$ cat config.mk
export PLATFORM = sky130hd
export DESIGN_NAME = bounded_circular_deque
export DESIGN_NICKNAME = d
export VERILOG_FILES = /design/src/hw/rtl/bcdq_pkg.sv /design/src/hw/rtl/bounded_circular_deque.sv /design/src/hw/rtl/bcdq_ram.sv
export SDC_FILE = /design/constraint.sdc
export NUM_CORES = 1
export LEC_CHECK = 0
export ABC_AREA = 0
export BUFFER_PORTS_ARGS = -buffer_cell sky130_fd_sc_hd__buf_2
export CORE_UTILIZATION = 48
export CTS_CLUSTER_DIAMETER = 80
export DETAILED_ROUTE_END_ITERATION = 12
export PLACE_DENSITY = 0.6
export SETUP_SLACK_MARGIN = 0.5
export SYNTH_ARGS = -nofsm -noshare
export SYNTH_HDL_FRONTEND = slang
export SYNTH_HIERARCHICAL = 1
export SYNTH_SLANG_ARGS = --single-unit
$ cat constraint.sdc
create_clock -name i_clk -period 8.7 [get_ports i_clk]
set_input_delay 0.435 -clock i_clk [delete_from_list [all_inputs] [get_ports i_clk]]
set_output_delay 0.435 -clock i_clk [all_outputs]
set_load 0.02 [all_outputs]
$ cat src/hw/rtl/bcdq_pkg.sv
// Shared constants for the bounded circular deque: defaults, request modes and status codes.
package bcdq_pkg;

    // Default sizes of the ring store.
    localparam int DEPTH_DEF      = 16;
    localparam int DATA_WIDTH_DEF = 32;

    // Width of the request mode field.
    localparam int MODE_W = 4;

    // Request modes.
    localparam logic [MODE_W-1:0] MODE_PUSH_BACK   = 4'd0;
    localparam logic [MODE_W-1:0] MODE_PUSH_FRONT  = 4'd1;
    localparam logic [MODE_W-1:0] MODE_POP_BACK    = 4'd2;
    localparam logic [MODE_W-1:0] MODE_POP_FRONT   = 4'd3;
    localparam logic [MODE_W-1:0] MODE_REMOVE_AT   = 4'd4;
    localparam logic [MODE_W-1:0] MODE_REMOVE_VAL  = 4'd5;
    localparam logic [MODE_W-1:0] MODE_ROT_LEFT    = 4'd6;
    localparam logic [MODE_W-1:0] MODE_ROT_RIGHT   = 4'd7;
    localparam logic [MODE_W-1:0] MODE_CLEAR       = 4'd8;
    localparam logic [MODE_W-1:0] MODE_READ_AT     = 4'd9;

    // Width of the status field.
    localparam int STATUS_W = 3;

    // Status codes.
    localparam logic [STATUS_W-1:0] ST_OK      = 3'd0;
    localparam logic [STATUS_W-1:0] ST_EMPTY   = 3'd1;
    localparam logic [STATUS_W-1:0] ST_FULL    = 3'd2;
    localparam logic [STATUS_W-1:0] ST_RANGE   = 3'd3;
    localparam logic [STATUS_W-1:0] ST_MISSING = 3'd4;

endpackage

$ cat src/hw/rtl/bounded_circular_deque.sv
// Bounded circular deque: ring store in RAM walked by a small sequencer, one entry per cycle in
// the search and shift loops. Push, clear, rotate by zero and every rejected request strobe o_done
// in the cycle after acceptance; reads, pops and removals at an index pass S_TAKE, a removal from
// the middle then shifts later entries down in S_SHIFT, removal by value first walks S_SRCH, and
// rotation by p runs S_ROT_RD and S_ROT_WR p times. A new item is accepted in the cycle that o_done
// strobes. The single RAM port pair sets the pace of the loops. Reset clears state, head, count and done only.
module bounded_circular_deque #(
    parameter int DEPTH      = bcdq_pkg::DEPTH_DEF,
    parameter int DATA_WIDTH = bcdq_pkg::DATA_WIDTH_DEF,
    parameter int IW         = $clog2(DEPTH),
    parameter int CW         = $clog2(DEPTH + 1)
) (
    input  logic                              i_clk,
    input  logic                              i_rst_n,
    input  logic                              start,
    output logic                              busy,
    input  logic [bcdq_pkg::MODE_W-1:0]       i_mode,
    input  logic signed [DATA_WIDTH-1:0]      i_value_in,
    input  logic [IW-1:0]                     i_position,
    output logic                              o_done,
    output logic [bcdq_pkg::STATUS_W-1:0]     o_status,
    output logic signed [DATA_WIDTH-1:0]      o_data_out,
    output logic [CW-1:0]                     o_count_out
);

    localparam int SW = CW + 1;
    localparam logic [CW-1:0] CNT_FULL = CW'(DEPTH);
    localparam logic [CW-1:0] LAST_OFF = CW'(DEPTH - 1);
    localparam logic [CW-1:0] ONE      = CW'(1);

    typedef enum logic [5:0] {
        S_IDLE   = 6'b000001,
        S_TAKE   = 6'b000010,
        S_SHIFT  = 6'b000100,
        S_SRCH   = 6'b001000,
        S_ROT_RD = 6'b010000,
        S_ROT_WR = 6'b100000
    } t_state;

    t_state                        r_state, n_state;
    logic [IW-1:0]                 r_head, n_head;
    logic [CW-1:0]                 r_count, n_count;
    logic                          r_done, n_done;
    logic [bcdq_pkg::MODE_W-1:0]   r_mode, n_mode;
    logic [DATA_WIDTH-1:0]         r_val, n_val;
    logic [IW-1:0]                 r_pos, n_pos;
    logic [IW-1:0]                 r_idx, n_idx;
    logic [bcdq_pkg::STATUS_W-1:0] r_status, n_status;
    logic [DATA_WIDTH-1:0]         r_data, n_data;

    logic                  we;
    logic [IW-1:0]         waddr;
    logic [DATA_WIDTH-1:0] wdata;
    logic [IW-1:0]         raddr;
    logic [DATA_WIDTH-1:0] rdata;

    logic [CW-1:0] count_m1;
    logic [CW-1:0] idx_p1;
    logic [SW-1:0] idx_p2;
    logic [IW-1:0] tgt;
    logic          take;

    // Ring slot of a logical offset from the head; the sum stays below twice the depth.
    function automatic logic [IW-1:0] slot(input logic [IW-1:0] head,
                                           input logic [CW-1:0] off);
        logic [SW-1:0] sum;
        sum = SW'(head) + SW'(off);
        if (sum >= SW'(DEPTH)) begin
            sum = sum - SW'(DEPTH);
        end
        return sum[IW-1:0];
    endfunction

    bcdq_ram #(
        .WIDTH (DATA_WIDTH),
        .DEPTH (DEPTH),
        .AW    (IW)
    ) u_ram (
        .i_clk   (i_clk),
        .i_we    (we),
        .i_waddr (waddr),
        .i_wdata (wdata),
        .i_raddr (raddr),
        .o_rdata (rdata)
    );

    // Index arithmetic shared by the sequencer.
    assign count_m1 = r_count - ONE;
    assign idx_p1   = CW'(r_idx) + ONE;
    assign idx_p2   = SW'(r_idx) + SW'(2);

    // Logical index that a pop or indexed request works on.
    always_comb begin
        unique case (i_mode) inside
            bcdq_pkg::MODE_POP_BACK:  tgt = count_m1[IW-1:0];
            bcdq_pkg::MODE_POP_FRONT: tgt = '0;
            default:                  tgt = i_position;
        endcase
    end

    // Sequencer: request decode, then search, shift and rotate loops over the RAM.
    always_comb begin
        n_state  = r_state;
        n_head   = r_head;
        n_count  = r_count;
        n_done   = 1'b0;
        n_mode   = r_mode;
        n_val    = r_val;
        n_pos    = r_pos;
        n_idx    = r_idx;
        n_status = r_status;
        n_data   = r_data;
        we       = 1'b0;
        waddr    = slot(r_head, r_count);
        wdata    = i_value_in;
        raddr    = slot(r_head, CW'(r_idx));
        take     = 1'b0;

        unique case (r_state)
            S_IDLE: begin
                if (start) begin
                    n_mode   = i_mode;
                    n_val    = i_value_in;
                    n_pos    = i_position;
                    n_data   = '0;
                    n_status = bcdq_pkg::ST_OK;
                    n_done   = 1'b1;
                    unique case (i_mode) inside
                        bcdq_pkg::MODE_PUSH_BACK, bcdq_pkg::MODE_PUSH_FRONT: begin
                            if (r_count == CNT_FULL) begin
                                n_status = bcdq_pkg::ST_FULL;
                            end else begin
                                we      = 1'b1;
                                n_count = r_count + ONE;
                                if (i_mode == bcdq_pkg::MODE_PUSH_FRONT) begin
                                    waddr  = slot(r_head, LAST_OFF);
                                    n_head = slot(r_head, LAST_OFF);
                                end
                            end
                        end
                        bcdq_pkg::MODE_POP_BACK, bcdq_pkg::MODE_POP_FRONT,
                        bcdq_pkg::MODE_REMOVE_AT, bcdq_pkg::MODE_READ_AT: begin
                            if (r_count == '0) begin
                                n_status = bcdq_pkg::ST_EMPTY;
                            end else if (CW'(tgt) >= r_count) begin
                                n_status = bcdq_pkg::ST_RANGE;
                            end else begin
                                n_done  = 1'b0;
                                n_idx   = tgt;
                                raddr   = slot(r_head, CW'(tgt));
                                n_state = S_TAKE;
                            end
                        end
                        bcdq_pkg::MODE_REMOVE_VAL: begin
                            if (r_count == '0) begin
                                n_status = bcdq_pkg::ST_EMPTY;
                            end else begin
                                n_done  = 1'b0;
                                n_idx   = '0;
                                raddr   = r_head;
                                n_state = S_SRCH;
                            end
                        end
                        bcdq_pkg::MODE_ROT_LEFT, bcdq_pkg::MODE_ROT_RIGHT: begin
                            if (r_count == '0) begin
                                n_status = bcdq_pkg::ST_EMPTY;
                            end else if (i_position != '0) begin
                                n_done  = 1'b0;
                                n_state = S_ROT_RD;
                            end
                        end
                        bcdq_pkg::MODE_CLEAR: begin
                            n_count = '0;
                            n_head  = '0;
                        end
                        default: begin
                        end
                    endcase
                end
            end

            // Entry at the target index is on the read port.
            S_TAKE: begin
                if (r_mode == bcdq_pkg::MODE_READ_AT) begin
                    n_data   = rdata;
                    n_status = bcdq_pkg::ST_OK;
                    n_done   = 1'b1;
                    n_state  = S_IDLE;
                end else begin
                    take = 1'b1;
                end
            end

            // One entry compared per cycle, the next one read meanwhile.
            S_SRCH: begin
                if (rdata == r_val) begin
                    take = 1'b1;
                end else if (idx_p1 < r_count) begin
                    n_idx = r_idx + IW'(1);
                    raddr = slot(r_head, idx_p1);
                end else begin
                    n_status = bcdq_pkg::ST_MISSING;
                    n_done   = 1'b1;
                    n_state  = S_IDLE;
                end
            end

            // Close the gap: entry i+1 is on the read port and goes to slot i.
            S_SHIFT: begin
                we    = 1'b1;
                waddr = slot(r_head, CW'(r_idx));
                wdata = rdata;
                n_idx = r_idx + IW'(1);
                if (idx_p2 < SW'(r_count)) begin
                    raddr = slot(r_head, idx_p2[CW-1:0]);
                end else begin
                    n_count  = count_m1;
                    n_status = bcdq_pkg::ST_OK;
                    n_done   = 1'b1;
                    n_state  = S_IDLE;
                end
            end

            // Rotation step, read half: the front or the back entry.
            S_ROT_RD: begin
                if (r_mode == bcdq_pkg::MODE_ROT_LEFT) begin
                    raddr = r_head;
                end else begin
                    raddr = slot(r_head, count_m1);
                end
                n_state = S_ROT_WR;
            end

            // Rotation step, write half: copy the entry across and move the head.
            S_ROT_WR: begin
                we    = 1'b1;
                wdata = rdata;
                if (r_mode == bcdq_pkg::MODE_ROT_LEFT) begin
                    waddr  = slot(r_head, r_count);
                    n_head = slot(r_head, ONE);
                end else begin
                    waddr  = slot(r_head, LAST_OFF);
                    n_head = slot(r_head, LAST_OFF);
                end
                n_pos = r_pos - IW'(1);
                if (r_pos == IW'(1)) begin
                    n_status = bcdq_pkg::ST_OK;
                    n_done   = 1'b1;
                    n_state  = S_IDLE;
                end else begin
                    n_state = S_ROT_RD;
                end
            end

            default: begin
                n_state = S_IDLE;
            end
        endcase

        // Removal of the entry at r_idx, whose value is on the read port.
        if (take) begin
            n_data   = rdata;
            n_status = bcdq_pkg::ST_OK;
            if (r_idx == '0) begin
                n_head  = slot(r_head, ONE);
                n_count = count_m1;
                n_done  = 1'b1;
                n_state = S_IDLE;
            end else if (idx_p1 < r_count) begin
                raddr   = slot(r_head, idx_p1);
                n_state = S_SHIFT;
            end else begin
                n_count = count_m1;
                n_done  = 1'b1;
                n_state = S_IDLE;
            end
        end
    end

    // Control registers.
    always_ff @(posedge i_clk) begin
        if (!i_rst_n) begin
            r_state <= S_IDLE;
            r_head  <= '0;
            r_count <= '0;
            r_done  <= 1'b0;
        end else begin
            r_state <= n_state;
            r_head  <= n_head;
            r_count <= n_count;
            r_done  <= n_done;
        end
    end

    // Request and result registers.
    always_ff @(posedge i_clk) begin
        r_mode   <= n_mode;
        r_val    <= n_val;
        r_pos    <= n_pos;
        r_idx    <= n_idx;
        r_status <= n_status;
        r_data   <= n_data;
    end

    assign busy        = (r_state != S_IDLE);
    assign o_done      = r_done;
    assign o_status    = r_status;
    assign o_data_out  = r_data;
    assign o_count_out = r_count;

endmodule

$ cat src/hw/rtl/bcdq_ram.sv
// Generic simple dual-port RAM with one write port and one registered read port.
module bcdq_ram #(
    parameter int WIDTH = bcdq_pkg::DATA_WIDTH_DEF,
    parameter int DEPTH = bcdq_pkg::DEPTH_DEF,
    parameter int AW    = $clog2(DEPTH)
) (
    input  logic             i_clk,
    input  logic             i_we,
    input  logic [AW-1:0]    i_waddr,
    input  logic [WIDTH-1:0] i_wdata,
    input  logic [AW-1:0]    i_raddr,
    output logic [WIDTH-1:0] o_rdata
);

    logic [WIDTH-1:0] r_mem [DEPTH];
    logic [WIDTH-1:0] r_rdata;

    // Write port; a read of the address being written returns the old data.
    always_ff @(posedge i_clk) begin
        if (i_we) begin
            r_mem[i_waddr] <= i_wdata;
        end
        r_rdata <= r_mem[i_raddr];
    end

    assign o_rdata = r_rdata;

endmodule
======== Word level (Yosys, flattened, before mapping) ========
Memories as Yosys holds them, arrays and structs flattened. A register that Yosys moved wholly into a read port is not among the register bits.
Index checks and enable logic that the tools add are counted.
cells by class
  $add $sub $neg .......................... 22
  $mul .................................... 0
  div/mod/pow operators ................... 0
  $lt $le $gt $ge ......................... 11
  eq/ne operators ......................... 43
  shift-type cells ........................ 0
  muxes and demuxes ....................... 112
  bitwise gates (word level) .............. 0
  reduce and logical (&&, ||, !) cells .... 19
operators by type and width
  cell                 number
  $mux 4               37
  $mux 32              4
  $mux 6               11
  $pmux 32 s2          1
  $pmux 4 s2           6
  $pmux 6 s6           1
  $sub 4x1->4 const B  9
  $mux 5               7
  $eq 32x32->1         1
  $add 4x5->6          4
  $ge 6x5->1 const B   4
  $mux 3               8
  $ne 3x3->1 const B   8
  $pmux 4 s3           2
  $mux 1               22
  $eq 4x3->1 const B   5
  $ge 5x5->1 const B   4
  $ne 4x4->1 const B   5
  $pmux 5 s2           2
  $pmux 6 s3           1
  $pmux 4 s4           1
  $pmux 3 s5           1
  $ne 2x2->1 const B   7
  $eq 4x4->1 const B   3
  other kinds (40)     53
word-level totals
  register bits ........................... 95
  bits in latches ......................... 0
  RAM bits ................................ 512
  memory bits (read-only) ................. 0
  bits of input ports ..................... 43
  output and inout bits ................... 42
  word-level logic and storage cells ...... 218
  memories kept ........................... 1
memory list
  name         words  bits a word  rd ports  clocked after Yosys merged registers in  wr ports  RTL line        text
  u_ram.r_mem  16     32           1         1                                        1         bcdq_ram.sv:15  logic [WIDTH-1:0] r_mem [DEPTH];

======== Logic depth before layout (Yosys ltp) ========
  depth after elaboration ................. 13
  depth in mapped cells ................... 19
  depth with buffers taken out ............ 16

======== Modules after synthesis ========
The synthesis kept the hierarchy.
by module, submodules not included
  module                  times used  cells an instance  area each (µm²)  seq. area each (µm²)
  bcdq_ram                1           838                19,854.0         16,015.4
  bounded_circular_deque  1           673                6,766.5          2,662.6

======== Worst setup path after synthesis ========
Ideal clock, no wire load.
  path type ............................... register to register
  from .................................... register r_count[0] (netlist: o_count_out[0])
  to ...................................... memory u_ram/r_mem[0][0] (netlist bit) (enable)
  library setup time ...................... 0.461 ns
  data arrival time ....................... 4.701 ns
  required time ........................... 8.239 ns
  slack ................................... 3.538 ns
  stages on the path, launching flop included .. 12
  path buffers ............................ 1
  period minus slack after synthesis ...... 5.162 ns
  cell sequence ........................... dfxtp_1 -> buf_2 -> inv_1 -> ha_1 -> or3b_1 -> o2111a_1 -> nand2_1 -> o21ai_0 -> a22oi_1 -> nand2_1 -> or3b_2 -> nor3_1
on the way
  cells in the longest elaborated chain, start to end .. 8
  elaborated cells on any way between the ends .. 17
  classes of those cells .................. add/sub (2); order compare (1); eq/ne (1); mux (13)
RTL lines
  element                                    RTL line                                                    text
  start: declaration                         bounded_circular_deque.sv:42                                logic [CW-1:0] r_count, n_count;
  start signal: assignment                   bounded_circular_deque.sv:290                               r_count <= n_count;
  $add 4x5->6                                bounded_circular_deque.sv:67                                sum = SW'(head) + SW'(off);
  $ge 6x5->1 or $sub 4x1->4 (tied branches)  bounded_circular_deque.sv:68, bounded_circular_deque.sv:69
  $mux 4                                     bounded_circular_deque.sv:68                                if (sum >= SW'(DEPTH)) begin
  $mux 4                                     bounded_circular_deque.sv:135                               if (i_mode == bcdq_pkg::MODE_PUSH_FRONT) begin
  $mux 4                                     bounded_circular_deque.sv:130                               if (r_count == CNT_FULL) begin
  $mux 4                                     bounded_circular_deque.sv:128                               unique case (i_mode) inside
  $mux 4                                     bounded_circular_deque.sv:121                               if (start) begin
  $pmux 4 s3 *                               bounded_circular_deque.sv:119                               unique case (r_state)
  named net waddr[2]                         bounded_circular_deque.sv:52                                logic [IW-1:0] waddr;
  end: declaration                           bcdq_ram.sv:15
Mark *: on every way through the listed nets, which the timed path passes. The rest lies on a longest branch.

======== Final worst setup path ========
  from .................................... register r_count[0] (netlist: o_count_out[0])
  to ...................................... register u_ram.r_rdata[16] (netlist: u_ram/o_rdata[16]) (read register of u_ram.r_mem)
on the way
  cells in the longest elaborated chain, start to end .. 13
  elaborated cells on any way between the ends .. 27
  classes of those cells .................. add/sub (5); order compare (5); mux (16); reduce/logical (1)
RTL lines
  element                                    RTL line                                                    text
  $sub 5x1->5                                bounded_circular_deque.sv:88                                assign count_m1 = r_count - ONE;
  $pmux 4 s2                                 bounded_circular_deque.sv:94                                unique case (i_mode) inside
  $add 4x4->5                                bounded_circular_deque.sv:67
  $sub 4x1->4 or $ge 5x5->1 (tied branches)  bounded_circular_deque.sv:69, bounded_circular_deque.sv:68
  $mux 4                                     bounded_circular_deque.sv:68
  $mux 4                                     bounded_circular_deque.sv:145                               end else if (CW'(tgt) >= r_count) begin
  $mux 4                                     bounded_circular_deque.sv:143                               if (r_count == '0) begin
  $pmux 4 s2                                 bounded_circular_deque.sv:128
  $mux 4                                     bounded_circular_deque.sv:121
  $pmux 4 s4                                 bounded_circular_deque.sv:119
  $mux 4                                     bounded_circular_deque.sv:269                               end else if (idx_p1 < r_count) begin
  $mux 4                                     bounded_circular_deque.sv:264                               if (r_idx == '0) begin
  $mux 4 *                                   bounded_circular_deque.sv:261                               if (take) begin
  named net raddr[0]                         bounded_circular_deque.sv:54                                logic [IW-1:0] raddr;
  end: declaration                           bcdq_ram.sv:16                                              logic [WIDTH-1:0] r_rdata;
Marked as above.
A chain may end at the register's enable or synchronous reset.

==> results.cfg <==
[clock_network]
clkLatencyLatePin_ns = 0.60
clock_tree.root_cell = clkbuf_16
cts_tree = done
number_of_cells_upsized_or_downsized_after_cts = 0
largest_buffer_count_on_any_clock_path = 3
cts.hold.buffers_added = 11
numCtsBuffers = 68
post_cts.repair.setup_buffers = 0
clock_tree.htree_level_count = 3
cts.clk_slew.worst_paths_ns = 0.06
clk_sinks = 639

[critical_path]
setup.worst_path.class = register to register
worstReg2RegEnd = u_ram/o_rdata[16]
critPathArrivalTime_ns = 6.07
required_ns = 9.18
reg2reg_from = o_count_out[0]
critPathLaunchType = register
worst-path-max-fanout = 34
reg2reg_slack_ns = 3.11
worstSetupEndpointType = register
r2r_cells = 15

[floorplanning]
floorplan.io_pins = 85
floorplan.core_area_um2 = 54300
dieWidth_um = 238
floorplan.die_area_um2 = 56400
fp-row-count = 85
initial_core_util_pct = 49.0
floorplan.die.height_um = 238

[logic_synthesis]
yosys_warnings = 6
most_used_flip_flop_cell_after_synthesis = edfxtp_1
synthesis.area_per_instance_um2 = 17.6
synth_sequential_area_ratio_pct = 70.2
netlist.top_cell.by_area = edfxtp_1
synth.most_common_cell = edfxtp_1
synthDominantCellAreaShare_pct = 66.3
cells_after_synthesis = 1511
synth-async-reset-ratio_pct = 0
ys_types = 82
synth_enable_flop_cells = 588
ys_ff_latch = 639
synth_commonest_cells = edfxtp_1 (588), mux4_2 (128), nand2_1 (78)
syn-num-nets = 1599
synth.cell_area_um2 = 26600
synth_top_cells_by_area = edfxtp_1 (66%), mux4_2 (11%), dfxtp_1 (3.8%)

[detailed_routing]
dr_total_vias = 14700
post_drt_via_cell_ratio = 6.07
drt_first_iter_violations = 1736
route.antenna.remaining_nets = 0
detail_route.wl_per_cell_um = 27.7
drc = 0
postRouteWirelength_um = 67200
drt-pass1-iter-count = 5

[place]
gpl.final_weighted_congestion = 0.903
portBuffers = 84
dp_cells = 2293
hpwl_um = 36400

[grt]
global_route.usage.total_pct = 24.3
global_route.overflow_total = 0
number_of_global_route_vias_before_repair = 14600
grt_pass1_wl_um = 98000
maximum_number_of_pins_on_one_net_before_global_route_repair = 129
number_of_antenna_violations_at_the_first_check_in_global_routing = 5

[run_status]
status = finished, final reports clean

[hold_path]
whs_path_depth = 1
worst_hold_startpoint = i_value_in[4]
hold_critical_path_endpoint = r_val[4]
hold_path.class = primary input to register

[sta]
finalHoldViolations = 0
min_period_ns = 5.59
timing.final.crit_share_pct = 64.3
worst_pin_slew_ns = 0.891
final.setup.tns_ns = 0
setup_violations = 0
maxClockFrequency_ghz = 0.179
clock-skew-final_ns = 0.0217
unrepaired_setup_endpoints_after_global_routing = no
slew_viol_final = 0
relSlewSlack_pct = 40.5

[pwr]
share_seq_of_total_power_pct = 49.9
sw_frac_of_total_pct = 23.7
combPwrFrac_pct = 9.9
p_leak_uw = 0.0102
total_switching_power_uw = 1660
vdd.ir_drop.worst_mv = 0.179
cell_internal_pwr_uw = 5370
powerDensity_nw_per_um2 = 231
pwr-share-clk_pct = 40.2

[finish]
nets = 1723
instances_no_fill = 2428
syn2layout_area_growth_pct = 14.1
drive_gt1_share_pct = 23.1

[job]
cap_violations = 0
==> worst max path at each step <==
stage | start | to | slack (ns)
floorplan | o_count_out[0] | u_ram/r_mem[0][0] | 3.54
global placement | i_mode[1] | u_ram/o_rdata[21] | 3.10
detailed placement | i_mode[1] | u_ram/o_rdata[22] | 3.05
CTS | o_count_out[0] | u_ram/o_rdata[22] | 3.10
global route | o_count_out[0] | u_ram/o_rdata[16] | 2.58
finish | o_count_out[0] | u_ram/o_rdata[16] | 3.11
==> power by group through the flow <==
stage / Sequential (uW) / Combinational (uW) / Clock, uW
2_1_floorplan: 3550 / 444 / 0
3_3_place_gp: 3570 / 689 / 0
3_5_place_dp: 3570 / 693 / 0
4_1_cts: 3510 / 699 / 2890
5_1_grt: 3520 / 744 / 2990
6_report: 3510 / 695 / 2830
==> per-stage QoR <==
stage	area (um^2)	setup slack [ns]	utilization, %	hold slack, ns	power (uW)
2_1_floorplan	26600	3.54	-	0.534	4000
3_3_place_gp	28100	3.10	51.6	0.456	4260
3_5_place_dp	28100	3.05	51.6	0.452	4260
4_1_cts	30400	3.10	55.9	0.00593	7090
5_1_grt	30400	2.58	55.9	0.0173	7250
6_report	30400	3.11	55.9	0.0351	7030
==> kinds of logic after synthesis <==
kind of cell    Yosys count  synth area share, %
simple gates            274                 5.52
mux                     166                 12.4
flops                   639                 70.2
xor+xnor                 61                 2.01
buf+inv                 108                 1.82
fa+ha+maj                45                 2.28
compound gates          218                 5.79
==> state kept, by name, summed over array words and instances (netlist names) <==
name / flops
r_state: 6
u_ram/r_mem: 512
r_idx: 4
o_count_out: 5
r_pos: 4
r_val: 32
r_head: 4
o_status: 3
r_mode: 4
o_done: 1
u_ram/o_rdata: 32
o_data_out: 32
==> cell usage in the layout, fill, tap and decap left out, types with 20 or more instances in the layout <==
cell	count
xnor2_1	48
edfxtp_1	588
nand2_1	78
and2_1	37
o21ai_0	20
ha_1	39
buf_2	84
a22oi_1	68
buf_4	31
nor2_1	33
mux4_2	128
inv_1	31
dfxtp_1	51
clkbuf_16	71
a21oi_1	40
mux2_1	29
==> critical path, cell delays in order, from the launching register on <==
cell and delay (ns):
dfxtp_1 0.73, inv_1 0.19, ha_1 0.37, nor3_1 0.06, a21oi_1 0.40, inv_1 0.13, ha_1 0.23, or3b_1 0.39
a2111oi_0 0.36, a211o_1 0.26, a41oi_1 0.18, a22oi_2 0.58, buf_4 0.68, mux4_2 0.58, a22oi_1 0.20, nand2_1 0.08
==> cell type report <==
class,count,area (um^2)
Antenna cell,2,5.00
Tap cell,739,925
Timing Repair Buffer,128,803
Clock inverter,26,253
Sequential cell,639,18700
Multi-Input combinational cell,764,7640
Fill cell,4213,24000
Inverter,34,128
Clock buffer,96,1940
==> metal layers <==
layer  vias up  global-route usage, %  routed length [um]
met2       664                   37.5               31300
met3       101                   4.34                5540
met5         -                      0                  27
li1       6323                      -                   -
met1      7657                   35.8               29100
met4         4                   6.61                1280
Note: power is estimated with default switching activity, not from simulation.
